## src/design/asci_pkg.sv

```systemverilog
`timescale 1ns / 1ps

package asci_pkg;

   // fixed field widths
   localparam int PIX_W      = 13;
   localparam int STICK_W    = 16;
   localparam int DT_W       = 16;
   localparam int SPEED_W    = 16;
   localparam int AREA_W     = 14;
   localparam int OP_W       = 2;
   localparam int CSR_IDX_W  = 2;
   localparam int CSR_DATA_W = 16;

   // shared arithmetic
   localparam int MUL_A_W      = 32;
   localparam int MUL_B_W      = 16;
   localparam int ACC_W        = 64;
   localparam int RAD_W        = 32;
   localparam int ROOT_W       = 16;
   localparam int PRODUCT_FRAC = 46;

   // 1e-6 in Q2.30, truncated
   localparam logic [RAD_W-1:0] DEADZONE_SQ = 32'd1073;
   localparam logic [RAD_W-1:0] SQRT_TOP_BIT = 32'h4000_0000;

   // register map
   localparam logic [CSR_IDX_W-1:0] CSR_SPEED  = 2'd0;
   localparam logic [CSR_IDX_W-1:0] CSR_WIDTH  = 2'd1;
   localparam logic [CSR_IDX_W-1:0] CSR_HEIGHT = 2'd2;

   localparam logic [SPEED_W-1:0] SPEED_RESET  = 16'd1200;
   localparam logic [AREA_W-1:0]  WIDTH_RESET  = 14'd640;
   localparam logic [AREA_W-1:0]  HEIGHT_RESET = 14'd480;

   // opcodes
   localparam logic [OP_W-1:0] OP_TICK   = 2'd0;
   localparam logic [OP_W-1:0] OP_SET    = 2'd1;
   localparam logic [OP_W-1:0] OP_CENTER = 2'd2;

   typedef enum logic [1:0] {
      MAC_HOLD,
      MAC_LOAD,
      MAC_ADD,
      MAC_ADD_HI
   } mac_mode_type;

   typedef struct packed {
      mac_mode_type         mode;
      logic [MUL_A_W-1:0]   op_a;
      logic [MUL_B_W-1:0]   op_b;
   } mac_ctl_type;

   typedef enum logic [3:0] {
      ST_IDLE,
      ST_SQ_X,
      ST_SQ_Y,
      ST_CHECK,
      ST_ROOT,
      ST_MUL_MAG,
      ST_MUL_SPEED,
      ST_MUL_DT_LO,
      ST_MUL_DT_HI,
      ST_APPLY,
      ST_PIXEL,
      ST_REPLY
   } state_type;

endpackage

```

## src/design/analog_stick_cursor_integrator.sv

```systemverilog
`timescale 1ns / 1ps

// Analog stick cursor integrator. Keeps a cursor position per axis as unsigned
// fixed point (COORD_BITS integer, FRAC_BITS fraction bits) and returns exactly
// one response per request: the integer pixel and a moved flag. A tick (op 0)
// squares and sums the stick axes, takes an integer square root of that sum,
// then scales each axis by magnitude, speed and elapsed time through one
// shared 32x16 multiply-accumulate unit (four passes per axis) and adds the
// result to the position, clamped to the area. Ticks inside the dead zone or
// with zero elapsed time skip the root and the multiplies. Set position
// (op 1), center (op 2) and the unused op 3 resolve at accept and go straight
// to the response. The block takes one request at a time: req_ready is high
// only while no request is in work, and a new request may be accepted while
// the previous response still waits in the output register. Registers (speed,
// width, height) are written through the csr port, which is always ready;
// write them only while idle.
module analog_stick_cursor_integrator import asci_pkg::*; #(
   parameter int COORD_BITS = 13,
   parameter int FRAC_BITS  = 16
) (
   input  logic                      clock,
   input  logic                      reset,

   input  logic                      csr_valid,
   output logic                      csr_ready,
   input  logic [CSR_IDX_W-1:0]      csr_index,
   input  logic [CSR_DATA_W-1:0]     csr_wdata,

   input  logic                      req_valid,
   output logic                      req_ready,
   input  logic [OP_W-1:0]           req_op,
   input  logic signed [STICK_W-1:0] req_stick_x,
   input  logic signed [STICK_W-1:0] req_stick_y,
   input  logic [DT_W-1:0]           req_elapsed,
   input  logic [PIX_W-1:0]          req_target_x,
   input  logic [PIX_W-1:0]          req_target_y,

   output logic                      rsp_valid,
   input  logic                      rsp_ready,
   output logic [PIX_W-1:0]          rsp_cursor_x,
   output logic [PIX_W-1:0]          rsp_cursor_y,
   output logic                      rsp_moved
);

   // position word and effective area size
   localparam int FW   = COORD_BITS + FRAC_BITS;
   localparam int SZ_W = COORD_BITS + 1;
   // compare width for area saturation
   localparam int EW   = (AREA_W > SZ_W) ? AREA_W : SZ_W;
   localparam logic [EW-1:0] CAP = {{(EW-1){1'b0}}, 1'b1} << COORD_BITS;
   // compare width for target clamping
   localparam int TW   = (PIX_W > SZ_W) ? PIX_W : SZ_W;
   // delta magnitude after dropping the extra product fraction
   localparam int SHIFT = PRODUCT_FRAC - FRAC_BITS;
   localparam int DW    = ACC_W - SHIFT;
   // signed sum width, two guard bits
   localparam int SW    = ((FW > DW) ? FW : DW) + 2;

   // area register to effective size: zero means one, saturate at 2^COORD_BITS
   function automatic logic [SZ_W-1:0] eff_size(input logic [AREA_W-1:0] r);
      logic [EW-1:0] rx;
      rx = EW'(r);
      if (r == '0) begin
         return SZ_W'(1);
      end else if (rx > CAP) begin
         return SZ_W'(CAP);
      end else begin
         return SZ_W'(rx);
      end
   endfunction

   // target pixel clamped to size - 1
   function automatic logic [COORD_BITS-1:0] clamp_target(
      input logic [PIX_W-1:0] t,
      input logic [SZ_W-1:0]  size
   );
      logic [TW-1:0] tx;
      logic [TW-1:0] lim;
      tx  = TW'(t);
      lim = TW'(size - SZ_W'(1));
      return COORD_BITS'((tx > lim) ? lim : tx);
   endfunction

   // --------------------------------------------------------------------
   // state
   // --------------------------------------------------------------------
   state_type state_ff, state_in;

   logic [SPEED_W-1:0]    speed_ff;
   logic [AREA_W-1:0]     width_ff;
   logic [AREA_W-1:0]     height_ff;

   logic [FW-1:0]         fine_x_ff;
   logic [FW-1:0]         fine_y_ff;
   logic [COORD_BITS-1:0] pixel_x_ff;
   logic [COORD_BITS-1:0] pixel_y_ff;

   // latched tick operands: magnitude and sign per axis
   logic [STICK_W-1:0]    abs_x_ff;
   logic [STICK_W-1:0]    abs_y_ff;
   logic                  neg_x_ff;
   logic                  neg_y_ff;
   logic [DT_W-1:0]       dt_ff;
   logic [ROOT_W-1:0]     mag_ff;
   logic [MUL_B_W-1:0]    hi_ff;
   logic                  axis_ff;

   logic                  rsp_valid_ff;
   logic [PIX_W-1:0]      rsp_cursor_x_ff;
   logic [PIX_W-1:0]      rsp_cursor_y_ff;
   logic                  rsp_moved_ff;
   logic                  moved_ff;

   // --------------------------------------------------------------------
   // shared units
   // --------------------------------------------------------------------
   mac_ctl_type       mac_ctl;
   logic [ACC_W-1:0]  acc;
   logic              sqrt_start;
   logic              sqrt_busy;
   logic [ROOT_W-1:0] sqrt_root;

   asci_mac u_mac (
      .clock (clock),
      .ctl   (mac_ctl),
      .acc   (acc)
   );

   asci_isqrt u_isqrt (
      .clock    (clock),
      .reset    (reset),
      .start    (sqrt_start),
      .radicand (acc[RAD_W-1:0]),
      .busy     (sqrt_busy),
      .root     (sqrt_root)
   );

   // --------------------------------------------------------------------
   // combinational helpers
   // --------------------------------------------------------------------
   logic [SZ_W-1:0]    size_w;
   logic [SZ_W-1:0]    size_h;
   logic               accept;
   logic               rsp_free;
   logic               dead;
   logic [STICK_W-1:0] stick_x_abs;
   logic [STICK_W-1:0] stick_y_abs;

   assign size_w   = eff_size(width_ff);
   assign size_h   = eff_size(height_ff);
   assign accept   = req_valid && req_ready;
   assign rsp_free = !rsp_valid_ff || rsp_ready;
   // acc holds sx^2 + sy^2 (Q2.30) while in ST_CHECK
   assign dead     = (acc[RAD_W-1:0] <= DEADZONE_SQ) || (dt_ff == '0);

   assign stick_x_abs = req_stick_x[STICK_W-1] ? (~req_stick_x + 1'b1) : req_stick_x;
   assign stick_y_abs = req_stick_y[STICK_W-1] ? (~req_stick_y + 1'b1) : req_stick_y;

   // per-axis position update, used in ST_APPLY
   logic [FW-1:0]    cur_fine;
   logic [SZ_W-1:0]  cur_size;
   logic             cur_neg;
   logic [FW-1:0]    cur_lim;
   logic [DW-1:0]    delta_mag;
   logic [SW-1:0]    new_sum;
   logic [FW-1:0]    new_fine;

   assign cur_fine  = axis_ff ? fine_y_ff : fine_x_ff;
   assign cur_size  = axis_ff ? size_h : size_w;
   assign cur_neg   = axis_ff ? neg_y_ff : neg_x_ff;
   assign cur_lim   = {COORD_BITS'(cur_size - SZ_W'(1)), {FRAC_BITS{1'b0}}};
   // magnitude truncates toward zero before the sign goes back on
   assign delta_mag = acc[ACC_W-1:SHIFT];
   assign new_sum   = cur_neg ? (SW'(cur_fine) - SW'(delta_mag))
                              : (SW'(cur_fine) + SW'(delta_mag));

   always_comb begin
      priority if (new_sum[SW-1]) begin
         new_fine = '0;
      end else if (new_sum > SW'(cur_lim)) begin
         new_fine = cur_lim;
      end else begin
         new_fine = FW'(new_sum);
      end
   end

   logic [COORD_BITS-1:0] next_px;
   logic [COORD_BITS-1:0] next_py;

   assign next_px = fine_x_ff[FW-1:FRAC_BITS];
   assign next_py = fine_y_ff[FW-1:FRAC_BITS];

   // --------------------------------------------------------------------
   // sequencer: next state
   // --------------------------------------------------------------------
   always_comb begin
      state_in = state_ff;
      unique case (state_ff)
         ST_IDLE:      if (req_valid) begin
                          state_in = (req_op == OP_TICK) ? ST_SQ_X : ST_REPLY;
                       end
         ST_SQ_X:      state_in = ST_SQ_Y;
         ST_SQ_Y:      state_in = ST_CHECK;
         ST_CHECK:     state_in = dead ? ST_REPLY : ST_ROOT;
         ST_ROOT:      if (!sqrt_busy) begin
                          state_in = ST_MUL_MAG;
                       end
         ST_MUL_MAG:   state_in = ST_MUL_SPEED;
         ST_MUL_SPEED: state_in = ST_MUL_DT_LO;
         ST_MUL_DT_LO: state_in = ST_MUL_DT_HI;
         ST_MUL_DT_HI: state_in = ST_APPLY;
         ST_APPLY:     state_in = axis_ff ? ST_PIXEL : ST_MUL_MAG;
         ST_PIXEL:     state_in = ST_REPLY;
         ST_REPLY:     if (rsp_free) begin
                          state_in = ST_IDLE;
                       end
         default:      state_in = ST_IDLE;
      endcase
   end

   // --------------------------------------------------------------------
   // sequencer: outputs (shared-unit control)
   // --------------------------------------------------------------------
   always_comb begin
      mac_ctl    = '{mode: MAC_HOLD, op_a: '0, op_b: '0};
      sqrt_start = 1'b0;
      req_ready  = 1'b0;
      unique case (state_ff)
         ST_IDLE:      req_ready = 1'b1;
         // sx^2, then + sy^2
         ST_SQ_X:      mac_ctl = '{mode: MAC_LOAD, op_a: MUL_A_W'(abs_x_ff), op_b: abs_x_ff};
         ST_SQ_Y:      mac_ctl = '{mode: MAC_ADD, op_a: MUL_A_W'(abs_y_ff), op_b: abs_y_ff};
         ST_CHECK:     sqrt_start = !dead;
         // |s| * mag
         ST_MUL_MAG:   mac_ctl = '{mode: MAC_LOAD,
                                   op_a: MUL_A_W'(axis_ff ? abs_y_ff : abs_x_ff),
                                   op_b: mag_ff};
         // * speed, 48-bit result
         ST_MUL_SPEED: mac_ctl = '{mode: MAC_LOAD, op_a: acc[MUL_A_W-1:0], op_b: speed_ff};
         // * dt in two partial products: low 32 bits now, high 16 bits next
         ST_MUL_DT_LO: mac_ctl = '{mode: MAC_LOAD, op_a: acc[MUL_A_W-1:0], op_b: dt_ff};
         ST_MUL_DT_HI: mac_ctl = '{mode: MAC_ADD_HI, op_a: MUL_A_W'(hi_ff), op_b: dt_ff};
         default:      ;
      endcase
   end

   always_ff @(posedge clock) begin
      if (reset) begin
         state_ff <= ST_IDLE;
      end else begin
         state_ff <= state_in;
      end
   end

   // --------------------------------------------------------------------
   // configuration registers
   // --------------------------------------------------------------------
   assign csr_ready = 1'b1;

   always_ff @(posedge clock) begin
      if (reset) begin
         speed_ff  <= SPEED_RESET;
         width_ff  <= WIDTH_RESET;
         height_ff <= HEIGHT_RESET;
      end else if (csr_valid && csr_ready) begin
         unique case (csr_index)
            CSR_SPEED:  speed_ff  <= csr_wdata[SPEED_W-1:0];
            CSR_WIDTH:  width_ff  <= csr_wdata[AREA_W-1:0];
            CSR_HEIGHT: height_ff <= csr_wdata[AREA_W-1:0];
            default:    ;
         endcase
      end
   end

   // --------------------------------------------------------------------
   // cursor position
   // --------------------------------------------------------------------
   always_ff @(posedge clock) begin
      if (reset) begin
         fine_x_ff  <= '0;
         fine_y_ff  <= '0;
         pixel_x_ff <= '0;
         pixel_y_ff <= '0;
         moved_ff   <= 1'b0;
         axis_ff    <= 1'b0;
      end else begin
         unique case (state_ff)
            ST_IDLE: begin
               moved_ff <= 1'b0;
               axis_ff  <= 1'b0;
               if (accept && (req_op == OP_SET)) begin
                  fine_x_ff  <= {clamp_target(req_target_x, size_w), {FRAC_BITS{1'b0}}};
                  fine_y_ff  <= {clamp_target(req_target_y, size_h), {FRAC_BITS{1'b0}}};
                  pixel_x_ff <= clamp_target(req_target_x, size_w);
                  pixel_y_ff <= clamp_target(req_target_y, size_h);
               end else if (accept && (req_op == OP_CENTER)) begin
                  // exact half, fraction one half for odd sizes, no clamp
                  fine_x_ff  <= FW'({size_w, {FRAC_BITS{1'b0}}} >> 1);
                  fine_y_ff  <= FW'({size_h, {FRAC_BITS{1'b0}}} >> 1);
                  pixel_x_ff <= COORD_BITS'(size_w >> 1);
                  pixel_y_ff <= COORD_BITS'(size_h >> 1);
               end
            end
            ST_APPLY: begin
               if (axis_ff) begin
                  fine_y_ff <= new_fine;
               end else begin
                  fine_x_ff <= new_fine;
               end
               axis_ff <= 1'b1;
            end
            ST_PIXEL: begin
               moved_ff   <= (next_px != pixel_x_ff) || (next_py != pixel_y_ff);
               pixel_x_ff <= next_px;
               pixel_y_ff <= next_py;
            end
            default: ;
         endcase
      end
   end

   // tick operands and intermediate products
   always_ff @(posedge clock) begin
      if (accept) begin
         abs_x_ff <= stick_x_abs;
         abs_y_ff <= stick_y_abs;
         neg_x_ff <= req_stick_x[STICK_W-1];
         neg_y_ff <= req_stick_y[STICK_W-1];
         dt_ff    <= req_elapsed;
      end
      if ((state_ff == ST_ROOT) && !sqrt_busy) begin
         mag_ff <= sqrt_root;
      end
      if (state_ff == ST_MUL_DT_LO) begin
         hi_ff <= acc[MUL_A_W+MUL_B_W-1:MUL_A_W];
      end
   end

   // --------------------------------------------------------------------
   // response register
   // --------------------------------------------------------------------
   always_ff @(posedge clock) begin
      if (reset) begin
         rsp_valid_ff <= 1'b0;
      end else if ((state_ff == ST_REPLY) && rsp_free) begin
         rsp_valid_ff <= 1'b1;
      end else if (rsp_ready) begin
         rsp_valid_ff <= 1'b0;
      end
   end

   always_ff @(posedge clock) begin
      if ((state_ff == ST_REPLY) && rsp_free) begin
         rsp_cursor_x_ff <= PIX_W'(pixel_x_ff);
         rsp_cursor_y_ff <= PIX_W'(pixel_y_ff);
         rsp_moved_ff    <= moved_ff;
      end
   end

   assign rsp_valid    = rsp_valid_ff;
   assign rsp_cursor_x = rsp_cursor_x_ff;
   assign rsp_cursor_y = rsp_cursor_y_ff;
   assign rsp_moved    = rsp_moved_ff;

endmodule

```

## src/design/asci_isqrt.sv

```systemverilog
`timescale 1ns / 1ps

// Bit-pair integer square root, one result bit per cycle.
module asci_isqrt import asci_pkg::*; (
   input  logic              clock,
   input  logic              reset,
   input  logic              start,
   input  logic [RAD_W-1:0]  radicand,
   output logic              busy,
   output logic [ROOT_W-1:0] root
);

   logic [RAD_W-1:0] rem_ff;
   logic [RAD_W-1:0] res_ff;
   logic [RAD_W-1:0] bit_ff;
   logic             busy_ff;
   logic [RAD_W-1:0] trial;
   logic             take;

   assign trial = res_ff + bit_ff;
   assign take  = (rem_ff >= trial);

   always_ff @(posedge clock) begin
      if (reset) begin
         busy_ff <= 1'b0;
      end else if (start) begin
         busy_ff <= 1'b1;
      end else if (busy_ff && (bit_ff == RAD_W'(1))) begin
         busy_ff <= 1'b0;
      end
   end

   always_ff @(posedge clock) begin
      if (start) begin
         rem_ff <= radicand;
         res_ff <= '0;
         bit_ff <= SQRT_TOP_BIT;
      end else if (busy_ff) begin
         if (take) begin
            rem_ff <= rem_ff - trial;
            res_ff <= (res_ff >> 1) + bit_ff;
         end else begin
            res_ff <= res_ff >> 1;
         end
         bit_ff <= bit_ff >> 2;
      end
   end

   assign busy = busy_ff;
   assign root = res_ff[ROOT_W-1:0];

endmodule

```

## src/design/asci_mac.sv

```systemverilog
`timescale 1ns / 1ps

// Shared 32x16 multiplier with a 64-bit accumulator.
module asci_mac import asci_pkg::*; (
   input  logic             clock,
   input  mac_ctl_type      ctl,
   output logic [ACC_W-1:0] acc
);

   localparam int PROD_W = MUL_A_W + MUL_B_W;

   logic [ACC_W-1:0]  acc_ff;
   logic [ACC_W-1:0]  acc_in;
   logic [PROD_W-1:0] prod;

   assign prod = ctl.op_a * ctl.op_b;

   always_comb begin
      unique case (ctl.mode)
         MAC_LOAD:   acc_in = ACC_W'(prod);
         MAC_ADD:    acc_in = acc_ff + ACC_W'(prod);
         // upper partial product lands at bit 32
         MAC_ADD_HI: acc_in = acc_ff + {prod[31:0], 32'd0};
         default:    acc_in = acc_ff;
      endcase
   end

   always_ff @(posedge clock) begin
      acc_ff <= acc_in;
   end

   assign acc = acc_ff;

endmodule

```

## config.mk

```make
export PLATFORM = sky130hd
export DESIGN_NAME = analog_stick_cursor_integrator
export DESIGN_NICKNAME = d
export VERILOG_FILES = /design/src/design/asci_pkg.sv /design/src/design/analog_stick_cursor_integrator.sv /design/src/design/asci_isqrt.sv /design/src/design/asci_mac.sv
export SDC_FILE = /design/constraint.sdc
export NUM_CORES = 2
export LEC_CHECK = 0
export BUFFER_PORTS_ARGS = -buffer_cell sky130_fd_sc_hd__buf_2
export CAP_MARGIN = 15
export CORE_MARGIN = 3
export CORE_UTILIZATION = 31
export CTS_BUF_LIST = sky130_fd_sc_hd__clkbuf_16
export CTS_CLUSTER_DIAMETER = 30
export CTS_CLUSTER_SIZE = 12
export DETAILED_ROUTE_END_ITERATION = 10
export HOLD_SLACK_MARGIN = 0.02
export MAX_ROUTING_LAYER = met4
export PLACE_DENSITY = 0.54
export SYNTH_ARGS = -nofsm -noshare
export SYNTH_HDL_FRONTEND = slang
export SYNTH_SLANG_ARGS = --single-unit
```

## constraint.sdc

```tcl
create_clock -name clock -period 14.1 [get_ports clock]
set_clock_uncertainty 0.15 [all_clocks]
set_input_delay 2.115 -clock clock [delete_from_list [all_inputs] [get_ports clock]]
set_output_delay 2.115 -clock clock [all_outputs]
set_load 0.005 [all_outputs]
```

# Word-level counts from Yosys, hierarchy flattened
# Cells that the tools add are included.
[op_classes]
n_addsub = 12
multipliers = 1
n_lt_le_gt_ge = 7
n_eq_ne = 27
muxes = 50
bitwise = 2
n_reduce_logical = 33
[op_table]
columns = ["operator", "count"]
rows = [
  ["50-bit case mux with 6 select lines", 1],
  ["29-bit 2-to-1 mux", 9],
  ["64-bit case mux with 3 select lines", 1],
  ["32-bit 2-to-1 mux", 4],
  ["29-bit case mux with 2 select lines", 2],
  ["13-bit 2-to-1 mux", 7],
  ["64-bit by 48-bit adder with 64-bit output", 1],
  ["64-bit adder", 1],
  ["14-bit 2-to-1 mux", 4],
  ["13-bit case mux with 2 select lines", 2],
  ["32-bit by 16-bit multiplier with 48-bit output", 1],
  ["4-bit case mux with 12 select lines", 1],
  ["36-bit by 29-bit > comparator with 1-bit output", 1],
  ["36-bit 2-to-1 mux", 1],
  ["29-bit by 34-bit adder with 35-bit output", 1],
  ["29-bit by 34-bit subtractor with 35-bit output", 1],
  ["16-bit by 1-bit adder with 16-bit output (second input constant)", 2],
  ["31-bit by 31-bit adder with 32-bit output", 1],
  ["32-bit by 31-bit adder with 32-bit output", 1],
  ["32-bit >= comparator", 1],
  ["32-bit by 11-bit <= comparator with 1-bit output (second input constant)", 1],
  ["16-bit NOT", 2],
  ["32-bit subtractor", 1],
  ["15-bit 2-to-1 mux", 2],
  ["29 further kinds", 83],
]
[word_totals]
register_bits = 389
in_bits = 99
output_inout_bits = 30
wordCells = 160

# Depth between registers and ports, before layout
[logic_depth]
depth_word = 10
depth_mapped = 45
mapped_depth_nobuf = 41

# Cells and area by module
# From an unflattened synthesis, not the netlist that was laid out.
[hier_totals]
cells_unflattened = 5689
area_unflattened_um2 = 47763.3
[by_module_without_submodules]
columns = ["module", "n_inst", "cells_per_inst", "area_each_um2", "seq_area_each_um2"]
rows = [
  ["asci_mac", 1, 2725, 23302.3, 1921.8],
  ["analog_stick_cursor_integrator", 1, 2108, 17394.2, 5975.7],
  ["asci_isqrt", 1, 856, 7066.8, 1941.9],
]

# Least setup slack after synthesis
# No wires, ideal clock.
[synth_timing]
path_type = "reg-to-reg"
from = "register state_ff[0]"
to = "register u_mac.acc_ff[61] (netlist: u_mac.acc[61]), data pin"
setup_time_ns = 0.271
arrival_time_ns = 10.821
required_time_ns = 13.679
setup_slack_ns = 2.858
path_stages_with_launch = 42
n_path_buf = 5
synth_period_minus_slack_ns = 11.242
path_cell_list = "dfxtp_1 > clkbuf_1 > nand2_1 > nor2_1 > or2_2 > clkbuf_1 > clkbuf_1 > nand2_1 > nand3_1 > clkbuf_1 > nand2_1 > fa_1 > inv_1 > fa_1 > inv_1 > fa_1 > inv_1 > fa_1 > [6 not listed] > a31o_2 > o41a_1 > a221oi_1 > o21ai_0 > xor2_1 > ha_1 > clkbuf_1 > a21o_1 > a211oi_1 > o2bb2ai_1 > a2111oi_0 > a21boi_0 > o21ai_0 > a31o_2 > a31oi_1 > nor4b_1 > xnor2_1 > o22ai_1"
[synth_via]
elab_chain_len = 5
elab_cells_between_ends = 14
classes_between = "2 x add/sub; 1 x mul; 9 x eq/ne; 2 x mux"
[synth_lines]
columns = ["element", "line", "source"]
rows = [
  ["from (decl)", "analog_stick_cursor_integrator.sv:87", "state_type state_ff, state_in;"],
  ["from (signal assigned)", "analog_stick_cursor_integrator.sv:251", "state_ff <= state_in;"],
  ["4-bit == test, or another cell as far along", "analog_stick_cursor_integrator.sv:228", "unique case (state_ff)"],
  ["50-bit case mux with 6 select lines (*)", "analog_stick_cursor_integrator.sv:228", ""],
  ["32-bit by 16-bit multiplier with 48-bit output", "asci_mac.sv:16", "assign prod = ctl.op_a * ctl.op_b;"],
  ["64-bit adder or 64-bit by 48-bit adder with 64-bit output (tied branches)", "asci_mac.sv:23, asci_mac.sv:21", ""],
  ["64-bit case mux with 3 select lines (*)", "asci_mac.sv:19", "unique case (ctl.mode)"],
  ["named net u_mac.acc_in[61]", "asci_mac.sv:13", "logic [ACC_W-1:0] acc_in;"],
  ["to (signal assigned)", "asci_mac.sv:29", "acc_ff <= acc_in;"],
  ["to (decl)", "asci_mac.sv:12", "logic [ACC_W-1:0] acc_ff;"],
]
# The timed path passes the listed nets; every way through them passes the cells marked *.
# A chain may end at the register's enable or synchronous reset.

# Worst setup path in the final report
[layout_timing]
from = "register state_ff[3]"
to = "register u_mac.acc_ff[61] (netlist: u_mac.acc[61]), data pin"
# The elaborated chain is that of the path after synthesis.

==> flow_summary.ini <==
[timing]
fmax_ghz = 0.07532
finalHoldViolCount = 0
drv_slew = 0
timing.final.ws_setup_ns = 0.8240
fin_setup_tns_ns = 0
rsz0062_at_grt = false
period_needed_ns = 13.28
final.period_utilization_pct = 94.16
relSlewSlack_pct = 22.11
worst_pin_slew_ns = 1.159
setup_viol = 0

[worst_setup_path]
critical_path_buf_inv_count = 4
max_stage_delay_ns = 0.91
path_max_fanout = 15
crit_path_end_kind = flop
path_class = flop to flop
critical-path-slowest-cell = nand3_1
path_delay_family = compound AO/OA/AOI/OAI gates
cp.arrival_ns = 13.53
crit_top_cell = fa_1
critPathLaunchType = flop
crit_required_ns = 14.35

[hold_path]
hold_path_class = flop to flop

[yosys]
synthesis.nets = 6511
synth_top_area_cell = fa_1
synthArstFlopShare_pct = 0
syn_area_um2 = 46960
avgSynthCellArea_um2 = 8.359
synth_enable_flop_cells = 205
ys_seq_area_share_pct = 20.96
synthFlopType = edfxtp_1
synth_cell_types = 89
synth_cells = 5617
synthTopCellsByArea = fa_1 (18%), edfxtp_1 (13%), ha_1 (9.9%)
ys_ff_latch = 389
synth.top_cell.area_share_pct = 18.03
ys_warn_count = 0

[run]
drv_cap = 0

[placed_design]
gp_congestion = 0.9760
placed_cell_area_um2 = 49770
place_ws_ns = 1.035
numPlacedInstances = 7575
port_buffers = 127
dpl.hpwl_um = 145900

[final_layout]
final_area_um2 = 53370
nets = 6560
drive_gt1_share_pct = 9.051
stdcell_count = 7776
fillers = 15550
synthToLayoutAreaGrowth_pct = 13.67

[route]
routedWlPerCell_um = 23.54
drt_pass1_iterations = 8
ant_nets = 0
route.detailed.drc = 0
viasPerCell = 5.543
vias = 43110
routed_wl_um = 183000
drt-initial-drc-count = 4274

[clock_tree]
post_cts_buffers = 0
cts_max_path_buffers = 3
post_cts_resized = 0
cts_tree = built
cts_buffers = 104
clock_sinks = 389
htreeDepth = 3
cts_hold_buffers = 0
clk_transition_reported_paths_ns = 0.05
cts_root_buf = clkbuf_16
worstSkewPairLatency_ns = 0.71

[floorplan]
fp-row-count = 142
ios = 129
start_util_pct = 31.28
coreArea_um2 = 150100
fp.dieArea_um2 = 156200
die_w_um = 395.2
die-height_um = 395.2

[grt]
grt-ovfl-total = 0
grt_pass1_wl_um = 271800
grt_max_degree = 101
grt_usage_pct = 23.54
first_global_vias = 41470
antenna_found_initial = 7

[outcome]
status = finished, final reports clean
[registers in the layout (all words and copies together) (netlist names), 4 cells and up]
name and cells:
abs_x_ff 16, dt_ff 16, speed_ff 16, fine_y_ff 29, u_isqrt.rem_ff 32, state_ff 4, abs_y_ff 16, rsp_cursor_x 13
width_ff 14, pixel_y_ff 13, u_mac.acc 64, mag_ff 16, hi_ff 16, pixel_x_ff 13, fine_x_ff 29, u_isqrt.res_ff 32
rsp_cursor_y 13, height_ff 14, u_isqrt.bit_ff 16
[metrics by stage]
stage | hold WS, ns | utilization (%)
2_1_floorplan | 0.2586 | -
3_3_place_gp | 0.2715 | 33.14
3_5_place_dp | 0.2803 | 33.15
4_1_cts | 0.2917 | 35.53
5_1_grt | 0.3262 | 35.55
6_report | 0.2928 | 35.55
[cell families (layout without fill, tap and decap cells)]
| kind of cell | count (synthesis) | count (layout) | synth area share, % |
|---|---|---|---|
| AND/OR/NAND/NOR | 1899 | 1899 | 18.44 |
| AO/OA/AOI/OAI | 1291 | 1291 | 18.14 |
| buffers and inverters | 856 | 995 | 6.888 |
| adder cells (fa/ha/maj) | 795 | 795 | 27.95 |
| flip-flops | 389 | 389 | 20.96 |
| XOR/XNOR | 284 | 284 | 5.297 |
| multiplexers | 102 | 102 | 2.316 |
| other | 1 | 5 | 0.007986 |
[Yosys cell counts, types with 14 or more instances]
cell / instances
xnor2_1: 174
inv_1: 587
nand4_1: 44
or4_1: 14
nand2b_1: 81
nor3_1: 86
and3_1: 71
o22ai_1: 29
or2_2: 18
buf_1: 23
mux2i_1: 49
and2_1: 43
nand2_1: 797
o21bai_1: 33
a221oi_1: 17
nand3_1: 131
a31o_2: 31
a31oi_1: 70
nor4_1: 40
o21a_1: 42
a21o_1: 125
a211oi_1: 63
o31ai_1: 42
o21ai_0: 262
a22oi_1: 70
nor2_1: 433
or3_1: 33
ha_1: 372
dfxtp_1: 184
nor2b_1: 51
edfxtp_1: 205
a21oi_1: 289
mux2_2: 53
fa_1: 423
clkbuf_1: 232
xor2_1: 110
o211ai_1: 61
[placed cells by master, fill, tap and decap left out, types with 42 or more instances in the layout]
master       n
inv_1      589
buf_2      126
nor2b_1     51
dfxtp_1    182
nand2_1    797
and2_1      43
buf_4       78
nand2b_1    81
mux2_2      53
mux2i_1     48
nand3_1    131
a21oi_1    289
and3_1      71
a31oi_1     70
a22oi_1     70
fa_1       423
xnor2_1    174
o31ai_1     42
nor2_1     429
clkbuf_16  107
nand4_1     44
nor3_1      82
o211ai_1    61
o21a_1      42
ha_1       372
a211oi_1    63
a21o_1     125
xor2_1     110
edfxtp_1   205
o21ai_0    262
[final cells by class]
cell class                 instances  area, um^2  area share, %
sequential                       389        9844          18.44
antenna                            4       10.01        0.01875
timing repair buffer             206        1247          2.337
tap                             2016        2522          4.726
clock buffer                     107        2678          5.017
clock inverter                    89       894.6          1.676
multi-input combinational       4372       33950          63.61
inverter                         593        2226          4.170
[worst paths after layout]
kind / cells past startpoint / endpoint / slack (ns) / startpoint
setup / recovery: 37 / u_mac.acc[61] / 0.82 / state_ff[3]
hold / removal: 0 / rsp_moved / 0.29 / moved_ff
setup reg to reg: 37 / u_mac.acc[61] / 0.82 / state_ff[3]
hold reg to reg: 0 / rsp_moved / 0.29 / moved_ff
[per-layer routing]
layer | vias up | GRT usage, % | share of wire [%]
met5 | - | - | 0
met4 | 0 | 6.401 | 2.7
met3 | 266 | 3.565 | 7.5
met2 | 1804 | 35.54 | 45
met1 | 21500 | 32.78 | 45
li1 | 19540 | - | -
Power is left out: the tool's default activity adds up to more than one toggle a clock period on the data nets, which glitch-free logic cannot reach.
